## src/design/mms_pkg.sv

```systemverilog
// Shared constants and control types for the moving mean-square core.
package mms_pkg;

    localparam int DEF_MAX_WINDOW   = 256;
    localparam int DEF_SAMPLE_WIDTH = 16;
    localparam int CFG_W            = 9;
    localparam int OUT_W            = 31;
    localparam int RESET_LEN        = 2;

    typedef struct packed {
        logic cfg_write;
        logic accept;
        logic sq_new;
        logic sq_old;
        logic acc;
        logic upd;
        logic div_step;
        logic out_load;
    } t_cmd;

    typedef struct packed {
        logic div_last;
    } t_status;

endpackage

```

## src/design/moving_mean_square_core.sv

```systemverilog
// Top level of the moving mean-square core: controller and datapath.
//
// Channel      Direction  Handshake             Payload
// config       in         i_cfg_valid/o_cfg_ready i_window_length[8:0]
// sample       in         i_sample_valid/o_sample_stall i_sample[SAMPLE_WIDTH-1:0]
// mean_square  out        o_mean_square_valid/i_mean_square_stall o_mean_square[30:0]
//
// A new sample is not taken until the previous one has finished; o_sample_stall stays high meanwhile.
// The division is done by the restoring divider, which retires one quotient bit a cycle.
// A finished result sits in the output register while the next sample is taken.
// Reset is synchronous; the sample ring needs no clearing pass after reset or a write.
// A configuration request is taken only while no sample is in progress and holds off
// a sample request offered in the same cycle.
module moving_mean_square_core
    import mms_pkg::*;
#(
    parameter int MAX_WINDOW   = DEF_MAX_WINDOW,
    parameter int SAMPLE_WIDTH = DEF_SAMPLE_WIDTH
) (
    input  logic                    i_clk,
    input  logic                    i_rst_n,
    input  logic                    i_cfg_valid,
    output logic                    o_cfg_ready,
    input  logic [CFG_W-1:0]        i_window_length,
    input  logic                    i_sample_valid,
    output logic                    o_sample_stall,
    input  logic [SAMPLE_WIDTH-1:0] i_sample,
    output logic                    o_mean_square_valid,
    input  logic                    i_mean_square_stall,
    output logic [OUT_W-1:0]        o_mean_square
);

    t_cmd    cmd;
    t_status status;

    mms_ctrl u_ctrl (
        .i_clk               (i_clk),
        .i_rst_n             (i_rst_n),
        .i_cfg_valid         (i_cfg_valid),
        .o_cfg_ready         (o_cfg_ready),
        .i_sample_valid      (i_sample_valid),
        .o_sample_stall      (o_sample_stall),
        .o_mean_square_valid (o_mean_square_valid),
        .i_mean_square_stall (i_mean_square_stall),
        .i_status            (status),
        .o_cmd               (cmd)
    );

    mms_dpath #(
        .MAX_WINDOW   (MAX_WINDOW),
        .SAMPLE_WIDTH (SAMPLE_WIDTH)
    ) u_dpath (
        .i_clk           (i_clk),
        .i_rst_n         (i_rst_n),
        .i_cmd           (cmd),
        .o_status        (status),
        .i_window_length (i_window_length),
        .i_sample        (i_sample),
        .o_mean_square   (o_mean_square)
    );

endmodule

```

## src/design/mms_ctrl.sv

```systemverilog
// Sequencing state machine and handshakes for the moving mean-square core.
module mms_ctrl
    import mms_pkg::*;
(
    input  logic    i_clk,
    input  logic    i_rst_n,
    input  logic    i_cfg_valid,
    output logic    o_cfg_ready,
    input  logic    i_sample_valid,
    output logic    o_sample_stall,
    output logic    o_mean_square_valid,
    input  logic    i_mean_square_stall,
    input  t_status i_status,
    output t_cmd    o_cmd
);

    typedef enum logic [2:0] {
        ST_IDLE,
        ST_SQ_NEW,
        ST_SQ_OLD,
        ST_ACC,
        ST_UPD,
        ST_DIV,
        ST_DONE
    } t_state;

    t_state r_state;
    t_state n_state;
    logic   r_out_valid;
    logic   n_out_valid;
    logic   out_free;

    assign out_free            = !r_out_valid || !i_mean_square_stall;
    assign o_cfg_ready         = (r_state == ST_IDLE);
    assign o_sample_stall      = (r_state != ST_IDLE) || i_cfg_valid;
    assign o_mean_square_valid = r_out_valid;

    always_comb begin
        o_cmd           = '0;
        n_state         = r_state;
        n_out_valid     = r_out_valid && i_mean_square_stall;
        o_cmd.cfg_write = i_cfg_valid && (r_state == ST_IDLE);
        case (r_state)
            ST_IDLE: begin
                if (i_sample_valid && !i_cfg_valid) begin
                    o_cmd.accept = 1'b1;
                    n_state      = ST_SQ_NEW;
                end
            end
            ST_SQ_NEW: begin
                o_cmd.sq_new = 1'b1;
                n_state      = ST_SQ_OLD;
            end
            ST_SQ_OLD: begin
                o_cmd.sq_old = 1'b1;
                n_state      = ST_ACC;
            end
            ST_ACC: begin
                o_cmd.acc = 1'b1;
                n_state   = ST_UPD;
            end
            ST_UPD: begin
                o_cmd.upd = 1'b1;
                n_state   = ST_DIV;
            end
            ST_DIV: begin
                o_cmd.div_step = 1'b1;
                if (i_status.div_last) begin
                    n_state = ST_DONE;
                end
            end
            ST_DONE: begin
                if (out_free) begin
                    o_cmd.out_load = 1'b1;
                    n_out_valid    = 1'b1;
                    n_state        = ST_IDLE;
                end
            end
            default: begin
                n_state = ST_IDLE;
            end
        endcase
    end

    always_ff @(posedge i_clk) begin
        if (!i_rst_n) begin
            r_state     <= ST_IDLE;
            r_out_valid <= 1'b0;
        end else begin
            r_state     <= n_state;
            r_out_valid <= n_out_valid;
        end
    end

endmodule

```

## src/design/mms_dpath.sv

```systemverilog
// Sample ring, shared squarer, running sum and restoring divider.
module mms_dpath
    import mms_pkg::*;
#(
    parameter int MAX_WINDOW   = DEF_MAX_WINDOW,
    parameter int SAMPLE_WIDTH = DEF_SAMPLE_WIDTH
) (
    input  logic                    i_clk,
    input  logic                    i_rst_n,
    input  t_cmd                    i_cmd,
    output t_status                 o_status,
    input  logic [CFG_W-1:0]        i_window_length,
    input  logic [SAMPLE_WIDTH-1:0] i_sample,
    output logic [OUT_W-1:0]        o_mean_square
);

    localparam int DEPTH = MAX_WINDOW - 1;
    localparam int IDX_W = (MAX_WINDOW > 2) ? $clog2(MAX_WINDOW - 1) : 1;
    localparam int LEN_W = $clog2(MAX_WINDOW + 1);
    localparam int CMP_W = (LEN_W > CFG_W) ? LEN_W : CFG_W;
    localparam int SQ_W  = 2 * SAMPLE_WIDTH;
    localparam int SUM_W = 2 * SAMPLE_WIDTH - 1 + $clog2(MAX_WINDOW);
    localparam int CNT_W = $clog2(SUM_W);
    localparam int EXT_W = (SUM_W > OUT_W) ? SUM_W : OUT_W;

    logic [SAMPLE_WIDTH-1:0] r_ring [DEPTH];
    logic [SAMPLE_WIDTH-1:0] r_sample;
    logic [SAMPLE_WIDTH-1:0] r_rd;
    logic [LEN_W-1:0]        r_len;
    logic [IDX_W-1:0]        r_pos;
    logic                    r_wrapped;
    logic [SUM_W-1:0]        r_sum;
    logic [SQ_W-1:0]         r_sq_new;
    logic [SQ_W-1:0]         r_sq_old;
    logic [SUM_W-1:0]        r_quo;
    logic [LEN_W-1:0]        r_rem;
    logic [CNT_W-1:0]        r_cnt;
    logic [OUT_W-1:0]        r_out;

    logic [SAMPLE_WIDTH-1:0] old_val;
    logic [SAMPLE_WIDTH-1:0] mul_in;
    logic [SAMPLE_WIDTH-1:0] mag;
    logic [SQ_W-1:0]         prod;
    logic [CMP_W-1:0]        wl_cmp;
    logic [CMP_W-1:0]        len_sat;
    logic [LEN_W-1:0]        pos_inc;
    logic [LEN_W:0]          rem_sh;
    logic [LEN_W:0]          len_ext;
    logic                    ge;
    logic [LEN_W:0]          rem_next;
    logic [EXT_W-1:0]        quo_ext;

    assign old_val = r_wrapped ? r_rd : '0;
    assign mul_in  = i_cmd.sq_old ? old_val : r_sample;
    assign mag     = mul_in[SAMPLE_WIDTH-1] ? (~mul_in + 1'b1) : mul_in;
    assign prod    = SQ_W'(mag) * SQ_W'(mag);

    assign wl_cmp  = CMP_W'(i_window_length);
    always_comb begin
        if (wl_cmp < CMP_W'(2)) begin
            len_sat = CMP_W'(2);
        end else if (wl_cmp > CMP_W'(MAX_WINDOW)) begin
            len_sat = CMP_W'(MAX_WINDOW);
        end else begin
            len_sat = wl_cmp;
        end
    end

    assign pos_inc  = LEN_W'(r_pos) + LEN_W'(1);
    assign rem_sh   = {r_rem, r_quo[SUM_W-1]};
    assign len_ext  = (LEN_W + 1)'(r_len);
    assign ge       = (rem_sh >= len_ext);
    assign rem_next = ge ? (rem_sh - len_ext) : rem_sh;
    assign quo_ext  = EXT_W'(r_quo);

    assign o_status.div_last = (r_cnt == '0);
    assign o_mean_square     = r_out;

    always_ff @(posedge i_clk) begin
        if (i_cmd.accept) begin
            r_rd <= r_ring[r_pos];
        end
        if (i_cmd.upd) begin
            r_ring[r_pos] <= r_sample;
        end
    end

    always_ff @(posedge i_clk) begin
        if (!i_rst_n) begin
            r_len     <= LEN_W'(RESET_LEN);
            r_pos     <= '0;
            r_wrapped <= 1'b0;
            r_sum     <= '0;
            r_cnt     <= '0;
        end else begin
            if (i_cmd.cfg_write) begin
                r_len     <= LEN_W'(len_sat);
                r_pos     <= '0;
                r_wrapped <= 1'b0;
                r_sum     <= '0;
            end
            if (i_cmd.acc) begin
                r_cnt <= CNT_W'(SUM_W - 1);
            end else if (i_cmd.div_step) begin
                r_cnt <= r_cnt - 1'b1;
            end
            if (i_cmd.upd) begin
                r_sum <= r_quo - SUM_W'(r_sq_old);
                if (pos_inc >= r_len - LEN_W'(1)) begin
                    r_pos     <= '0;
                    r_wrapped <= 1'b1;
                end else begin
                    r_pos <= r_pos + 1'b1;
                end
            end
        end
    end

    always_ff @(posedge i_clk) begin
        if (i_cmd.accept) begin
            r_sample <= i_sample;
        end
        if (i_cmd.sq_new) begin
            r_sq_new <= prod;
        end
        if (i_cmd.sq_old) begin
            r_sq_old <= prod;
        end
        if (i_cmd.acc) begin
            r_quo <= r_sum + SUM_W'(r_sq_new);
            r_rem <= '0;
        end else if (i_cmd.div_step) begin
            r_quo <= {r_quo[SUM_W-2:0], ge};
            r_rem <= rem_next[LEN_W-1:0];
        end
        if (i_cmd.out_load) begin
            r_out <= quo_ext[OUT_W-1:0];
        end
    end

endmodule
```

## config.mk

```make
export PLATFORM = sky130hd
export DESIGN_NAME = moving_mean_square_core
export DESIGN_NICKNAME = d
export VERILOG_FILES = /design/src/design/mms_pkg.sv /design/src/design/moving_mean_square_core.sv /design/src/design/mms_ctrl.sv /design/src/design/mms_dpath.sv
export SDC_FILE = /design/constraint.sdc
export NUM_CORES = 2
export LEC_CHECK = 0
export BUFFER_PORTS_ARGS = -buffer_cell sky130_fd_sc_hd__clkbuf_2
export CAP_MARGIN = 20
export CORE_UTILIZATION = 51
export CTS_BUF_LIST = sky130_fd_sc_hd__clkbuf_4 sky130_fd_sc_hd__clkbuf_8 sky130_fd_sc_hd__clkbuf_16
export CTS_CLUSTER_DIAMETER = 30
export DETAILED_ROUTE_END_ITERATION = 12
export PLACE_DENSITY = 0.8
export SYNTH_ARGS = -nofsm -noshare
export SYNTH_HDL_FRONTEND = slang
export SYNTH_SLANG_ARGS = --single-unit
```

## constraint.sdc

```tcl
create_clock -name i_clk -period 9.7 [get_ports i_clk]
set_input_delay 0.97 -clock i_clk [delete_from_list [all_inputs] [get_ports i_clk]]
set_output_delay 0.97 -clock i_clk [all_outputs]
set_load 0.02 [all_outputs]
```

# ---- Yosys cells after proc, flatten, opt, wreduce, memory -nomap -nowiden
# Memories as Yosys holds them, arrays and structs flattened. A register that Yosys moved wholly into a read port is not among the register bits.
# Cells that the tools add are included.
dict set report word_totals {
  regBits 226
  mem_bits_rw 4080
  inputBits 30
  memories 1
}
dict set report classes {
  add_sub_neg 8
  mul 1
  order_cmp 4
  n_eq_ne 9
  n_mux 35
  bitwise_logic 2
  reduce_logical 15
}
# memory words width rd rd_clocked_by_memory_dff wr line_no
set mem_list {}
lappend mem_list {u_dpath.r_ring 255 16 1 1 1 mms_dpath.sv:26} ;# logic [SAMPLE_WIDTH-1:0] r_ring [DEPTH];
# op count
set ops {}
lappend ops {{$mux W39} 4}
lappend ops {{$mux W16} 3}
lappend ops {{$add A39 B32 Y39} 1}
lappend ops {{$sub A39 B32 Y39} 1}
lappend ops {{$mul A16 B16 Y32} 1}
lappend ops {{$mux W9} 3}
lappend ops {{$mux W8} 3}
lappend ops {{$pmux W3 S7} 1}
lappend ops {{$add A16 B1 Y16 const B} 1}
lappend ops {{$mux W1} 16}
lappend ops {{$not A16 Y16} 1}
lappend ops {{$mux W6} 2}
lappend ops {{$ge A10 B9 Y1} 1}
lappend ops {{$add A8 B1 Y9 const B} 1}
lappend ops {{$eq A3 B3 Y1 const B} 3}
lappend ops {{$ge A9 B9 Y1} 1}
lappend ops {{$gt A9 B9 Y1 const B} 1}
lappend ops {{$lt A9 B2 Y1 const B} 1}
lappend ops {{$mux W3} 3}
lappend ops {{$sub A9 B1 Y9 const B} 1}
lappend ops {{$sub A9 B9 Y9} 1}
lappend ops {{$add A8 B1 Y8 const B} 1}
lappend ops {{$eq A3 B2 Y1 const B} 2}
lappend ops {{$logic_not A6 Y1} 1}
lappend ops {{13 further kinds} 20}

# ---- Logic depth before layout (Yosys ltp)
dict set report depth {
  word_depth 7
  depth_mapped 39
  depth_no_buf 35
}

# ---- Hierarchy
# Synthesis repeated with hierarchy kept, for this count alone.
dict set report unflattened {
  cells_unflattened 8469
  hier_area_um2 176382.9
}
# module instances cells_each area_each_um2 seq_area_each_um2
set modules_own_cells {}
lappend modules_own_cells {mms_dpath 1 8436 176100.1 128883.6}
lappend modules_own_cells {mms_ctrl 1 33 282.8 80.1}

# ---- Worst setup path after synthesis
# OpenSTA, ideal clock, no wires.
dict set report synth_path {
  path_kind {flip-flop to flip-flop}
  from {register u_dpath.r_sample[0]}
  to {register u_dpath.r_sq_new[31], data pin}
  setup_time_ns 0.264
  arrival_ns 10.330
  required_ns 9.436
  setup_slack_ns -0.894
  path_stages_with_launch 32
  cell_sequence {edfxtp_1 nand2_1 nand2_1 inv_2 clkbuf_1 ha_1 nand2_1 o21ai_0 xnor2_1 clkinv_1 nand2_1 inv_1 fa_1 inv_1 fa_1 inv_1 fa_1 inv_1 fa_1 inv_1 fa_1 fa_1 ha_1 and3_1 and3_1 a41oi_1 a31o_2 nand2_1 a2111oi_0 o21bai_1 a21oi_1 xnor2_1}
}
dict set report synth_between {
  elab_chain_cells 5
}
# element line_no
set synth_rtl {}
lappend synth_rtl {{from (decl)} mms_dpath.sv:27} ;# logic [SAMPLE_WIDTH-1:0] r_sample;
lappend synth_rtl {{from (signal assigned)} mms_dpath.sv:121} ;# r_sample <= i_sample;
lappend synth_rtl {{$mux W16 *} mms_dpath.sv:54} ;# assign mul_in = i_cmd.sq_old ? old_val : r_sample;
lappend synth_rtl {{$not A16 Y16} mms_dpath.sv:55} ;# assign mag = mul_in[SAMPLE_WIDTH-1] ? (~mul_in + 1'b1) : mul_in;
lappend synth_rtl {{$add A16 B1 Y16} mms_dpath.sv:55}
lappend synth_rtl {{$mux W16 *} mms_dpath.sv:55}
lappend synth_rtl {{named net u_dpath.mag[0]} mms_dpath.sv:42} ;# logic [SAMPLE_WIDTH-1:0] mag;
lappend synth_rtl {{$mul A16 B16 Y32 *} mms_dpath.sv:56} ;# assign prod = SQ_W'(mag) * SQ_W'(mag);
lappend synth_rtl {{named net u_dpath.prod[31]} mms_dpath.sv:43} ;# logic [SQ_W-1:0] prod;
lappend synth_rtl {{to (signal assigned)} mms_dpath.sv:124} ;# r_sq_new <= prod;
lappend synth_rtl {{to (decl)} mms_dpath.sv:33} ;# logic [SQ_W-1:0] r_sq_new;
# The timed path passes the listed nets; every way through them passes the cells marked *.
# A chain may end at the register's enable or synchronous reset.

# ---- Worst setup path in the final report
dict set report layout_path {
  from {register u_ctrl.r_state[1]}
  to {register u_dpath.r_sq_old[30], data pin}
}
dict set report layout_between {
  elab_chain_cells 7
}
# element line_no
set layout_rtl {}
lappend layout_rtl {{from (decl)} mms_ctrl.sv:27} ;# t_state r_state;
lappend layout_rtl {{from (signal assigned)} mms_ctrl.sv:90} ;# r_state <= n_state;
lappend layout_rtl {{$eq A3 B2 Y1 *} mms_ctrl.sv:43} ;# case (r_state)
lappend layout_rtl {{$mux W1 *} mms_ctrl.sv:43}
lappend layout_rtl {{$mux W16 *} mms_dpath.sv:54}
lappend layout_rtl {{$not A16 Y16} mms_dpath.sv:55}
lappend layout_rtl {{$add A16 B1 Y16} mms_dpath.sv:55}
lappend layout_rtl {{$mux W16 *} mms_dpath.sv:55}
lappend layout_rtl {{$mul A16 B16 Y32 *} mms_dpath.sv:56}
lappend layout_rtl {{named net u_dpath.prod[30]} mms_dpath.sv:43}
lappend layout_rtl {{to (signal assigned)} mms_dpath.sv:127} ;# r_sq_old <= prod;
lappend layout_rtl {{to (decl)} mms_dpath.sv:34} ;# logic [SQ_W-1:0] r_sq_old;
# Marks and branches as above.

==> metrics.txt <==
grt total ovfl=0; Synth Area in Adders=3.18%; Starting Density=51.3%; Cells after Synth=8425; RePlAce Congestion=0.888; predominant post-synthesis flop cell=edfxtp_1; register area=0.129 mm^2; fin cells=14200; CTS tree=built; post-route cell area=0.207 mm^2; mux cell area share after synthesis=16.5%; most common cell after layout, fill and taps aside=edfxtp_1; Mean Syn Cell Area=20.9 um^2; Final #Nets=9481; CTS Hold Bufs=0; post-layout util=60.4%; area of the core=0.343 mm^2; Layout fillers=21800; WL/cell=38.9 um; post-synthesis sequential area ratio=73.2%; main combinational cell family by area after synthesis=multiplexers; Req. time, crit path=10.49 ns; final setup skew=0.0897 ns; layout cells sized above 1=31.9%; max cap viols=0; Worst setup SP type=register; area grow syn2layout=17.7%; setup repair after global routing missed its margin=false; Netlist Area Pre-Place=0.176 mm^2; Bufs on Longest Clock Path=4; drt drc=0; clk root buf=clkbuf_16; Clock transition at path regs=0.05 ns; grt met1 use=36.6%; Fmax=109 MHz; Sink Count=4320; antenna violations before repair=52; post-synthesis compound-gate area fraction=2.02%; Netlist cell types=83; final hold vios=0; PortBufs=63; Worst setup EP type=register; Final min period=9.14 ns; Pre-Repair DR Iteration Count=10; clock latency on the worst-skew pair=1.11 ns; Die Y=590 um; met2 Resource Use GR=49.1%; #FFs+latches synth=4320; most frequent cells in the layout=edfxtp_1 (4244), mux4_2 (1270), clkbuf_16 (630), buf_4 (318), inv_1 (283); simple-gate area share of the yosys netlist=2.57%; Iter 0 DRT Violations=18000; Tot Pwr=63500 uW; Hold Crit Class=in2reg; P_leak=0.0664 uW; synthesis warning total=0; die area=0.348 mm^2; Post-synth EDFFs=4244; vias in the first global route=99200; Slew Viols, Final=97; crit path max fanout=23; WL final=553 mm; hold slack=0.0852 ns; total CTS buffers=626; Max stage delay on crit path=0.55 ns; Slew @ Worst Pin=1.72 ns; kind of critical path=reg2reg; placed cells=13000; Antenna Violating Nets Remaining=1; crit path DAT=9.93 ns; Core Rows=215; vias per cell=6.97; met3 usage=9.00%; Slew Limit Headroom=-15.0%; Max H-tree Level=6; io pins=64; total number of vias=99200; multi-input logic area=0.0448 mm^2; largest net degree at the start of global routing=238; Worst VDD drop=1.69 mV; global-route wire length before repair=756 mm; CP most frequent cell=fa_1; Setup Viol. Count Final=0; Post-Synth XOR/XNOR Area=0.675%; PD cells=306 mW/mm^2; all-layer global routing usage=30.9%; Final Cycle Share=94.2%; asr flop ratio synth=0%; post-detail-place hpwl=271 mm; DP Area=0.184 mm^2; GRT busiest layer=met2; status=finished, violations left; Die X-Extent=590 um; violated checks=antenna violations, max-slew violations; Crit-path slowest cell=fa_1
## kinds of logic after synthesis
logic type      Yosys count
flops                  4320
fa+ha+maj               350
simple gates           1015
mux                    1322
compound gates          559
xor+xnor                134
buf+inv                 723
other cells               2
## per-layer routing
metal	wire length, um	part of all wire (%)
met2	261000	47
met3	73500	13
met5	186	0.034
met1	171000	31
met4	46500	8.4
## final cells by class
cell class	count	share of cell area (%)
Multi-Input combinational cell	3391	21.6
Inverter	298	0.545
Antenna cell	30	0.0362
Sequential cell	4320	62.2
Clock buffer	680	7.79
Tap cell	4557	2.75
Timing Repair Buffer	464	2.00
Clock inverter	482	3.06
## state kept, by name (all words and copies together), names as in the netlist
| name | cells |
|---|---|
| u_dpath.r_sum | 39 |
| u_ctrl.o_mean_square_valid | 1 |
| u_dpath.r_sample | 16 |
| u_dpath.r_sq_new | 31 |
| u_dpath.o_mean_square | 31 |
| u_dpath.r_rd | 16 |
| u_dpath.quo_ext | 39 |
| u_dpath.r_sq_old | 31 |
| u_dpath.r_rem | 9 |
| u_ctrl.r_state | 3 |
| u_dpath.r_pos | 8 |
| u_dpath.r_wrapped | 1 |
| u_dpath.r_len | 9 |
| u_dpath.r_cnt | 6 |
| u_dpath.r_ring | 4080 |
## cells in the mapped netlist, types with 105 or more instances
| library cell | n | area, um^2 |
|---|---|---|
| o21ai_0 | 140 | 701 |
| inv_1 | 285 | 1070 |
| nor2_1 | 412 | 1550 |
| a21oi_1 | 137 | 686 |
| edfxtp_1 | 4244 | 127000 |
| nand3_1 | 105 | 526 |
| ha_1 | 186 | 2330 |
| fa_1 | 164 | 3280 |
| clkbuf_1 | 208 | 781 |
| mux4_2 | 1270 | 28600 |
| nand2_1 | 270 | 1010 |
| buf_2 | 105 | 526 |
## final timing paths
path | from | endpoint | cells after the start | slack, ns
setup / recovery | u_ctrl.r_state[1] | u_dpath.r_sq_old[30] | 31 | 0.56
hold / removal | i_sample[4] | u_dpath.r_sample[4] | 1 | 0.09
setup reg to reg | u_ctrl.r_state[1] | u_dpath.r_sq_old[30] | 31 | 0.56
hold reg to reg | u_dpath.r_sum[31] | u_dpath.r_sum[31] | 2 | 0.45
## through the flow
step / setup WS (ns) / TNS, ns
6_report: 0.561 / 0
5_1_grt: 0.0452 / 0
4_1_cts: 0.536 / 0
3_5_place_dp: 0.585 / 0
3_3_place_gp: 0.640 / 0
2_1_floorplan: -0.577 / -4.56
## timing repair
| item | CTS | global route |
|---|---|---|
| buffers inserted | 0 | 0 |
| gates resized for setup | 0 | 1 |
| setup endpoints to repair | 0 | 2 |
## report_power, final
group	switching (uW)	total, uW	internal (uW)
combinational	10000	16800	6790
sequential	91.5	22300	22200
clock	9690	24400	14700
## worst max-delay path: cells and delay by family (launching register included)
family / cells / cell delay, ns
adder cells (fa/ha/maj): 7 / 3.37
flip-flops: 1 / 0.51
AO/OA/AOI/OAI: 6 / 1.38
buffers and inverters: 6 / 0.85
XOR/XNOR: 2 / 0.36
AND/OR/NAND/NOR: 9 / 2.05
multiplexers: 1 / 0.32
Note: power is estimated with default switching activity, not from simulation.
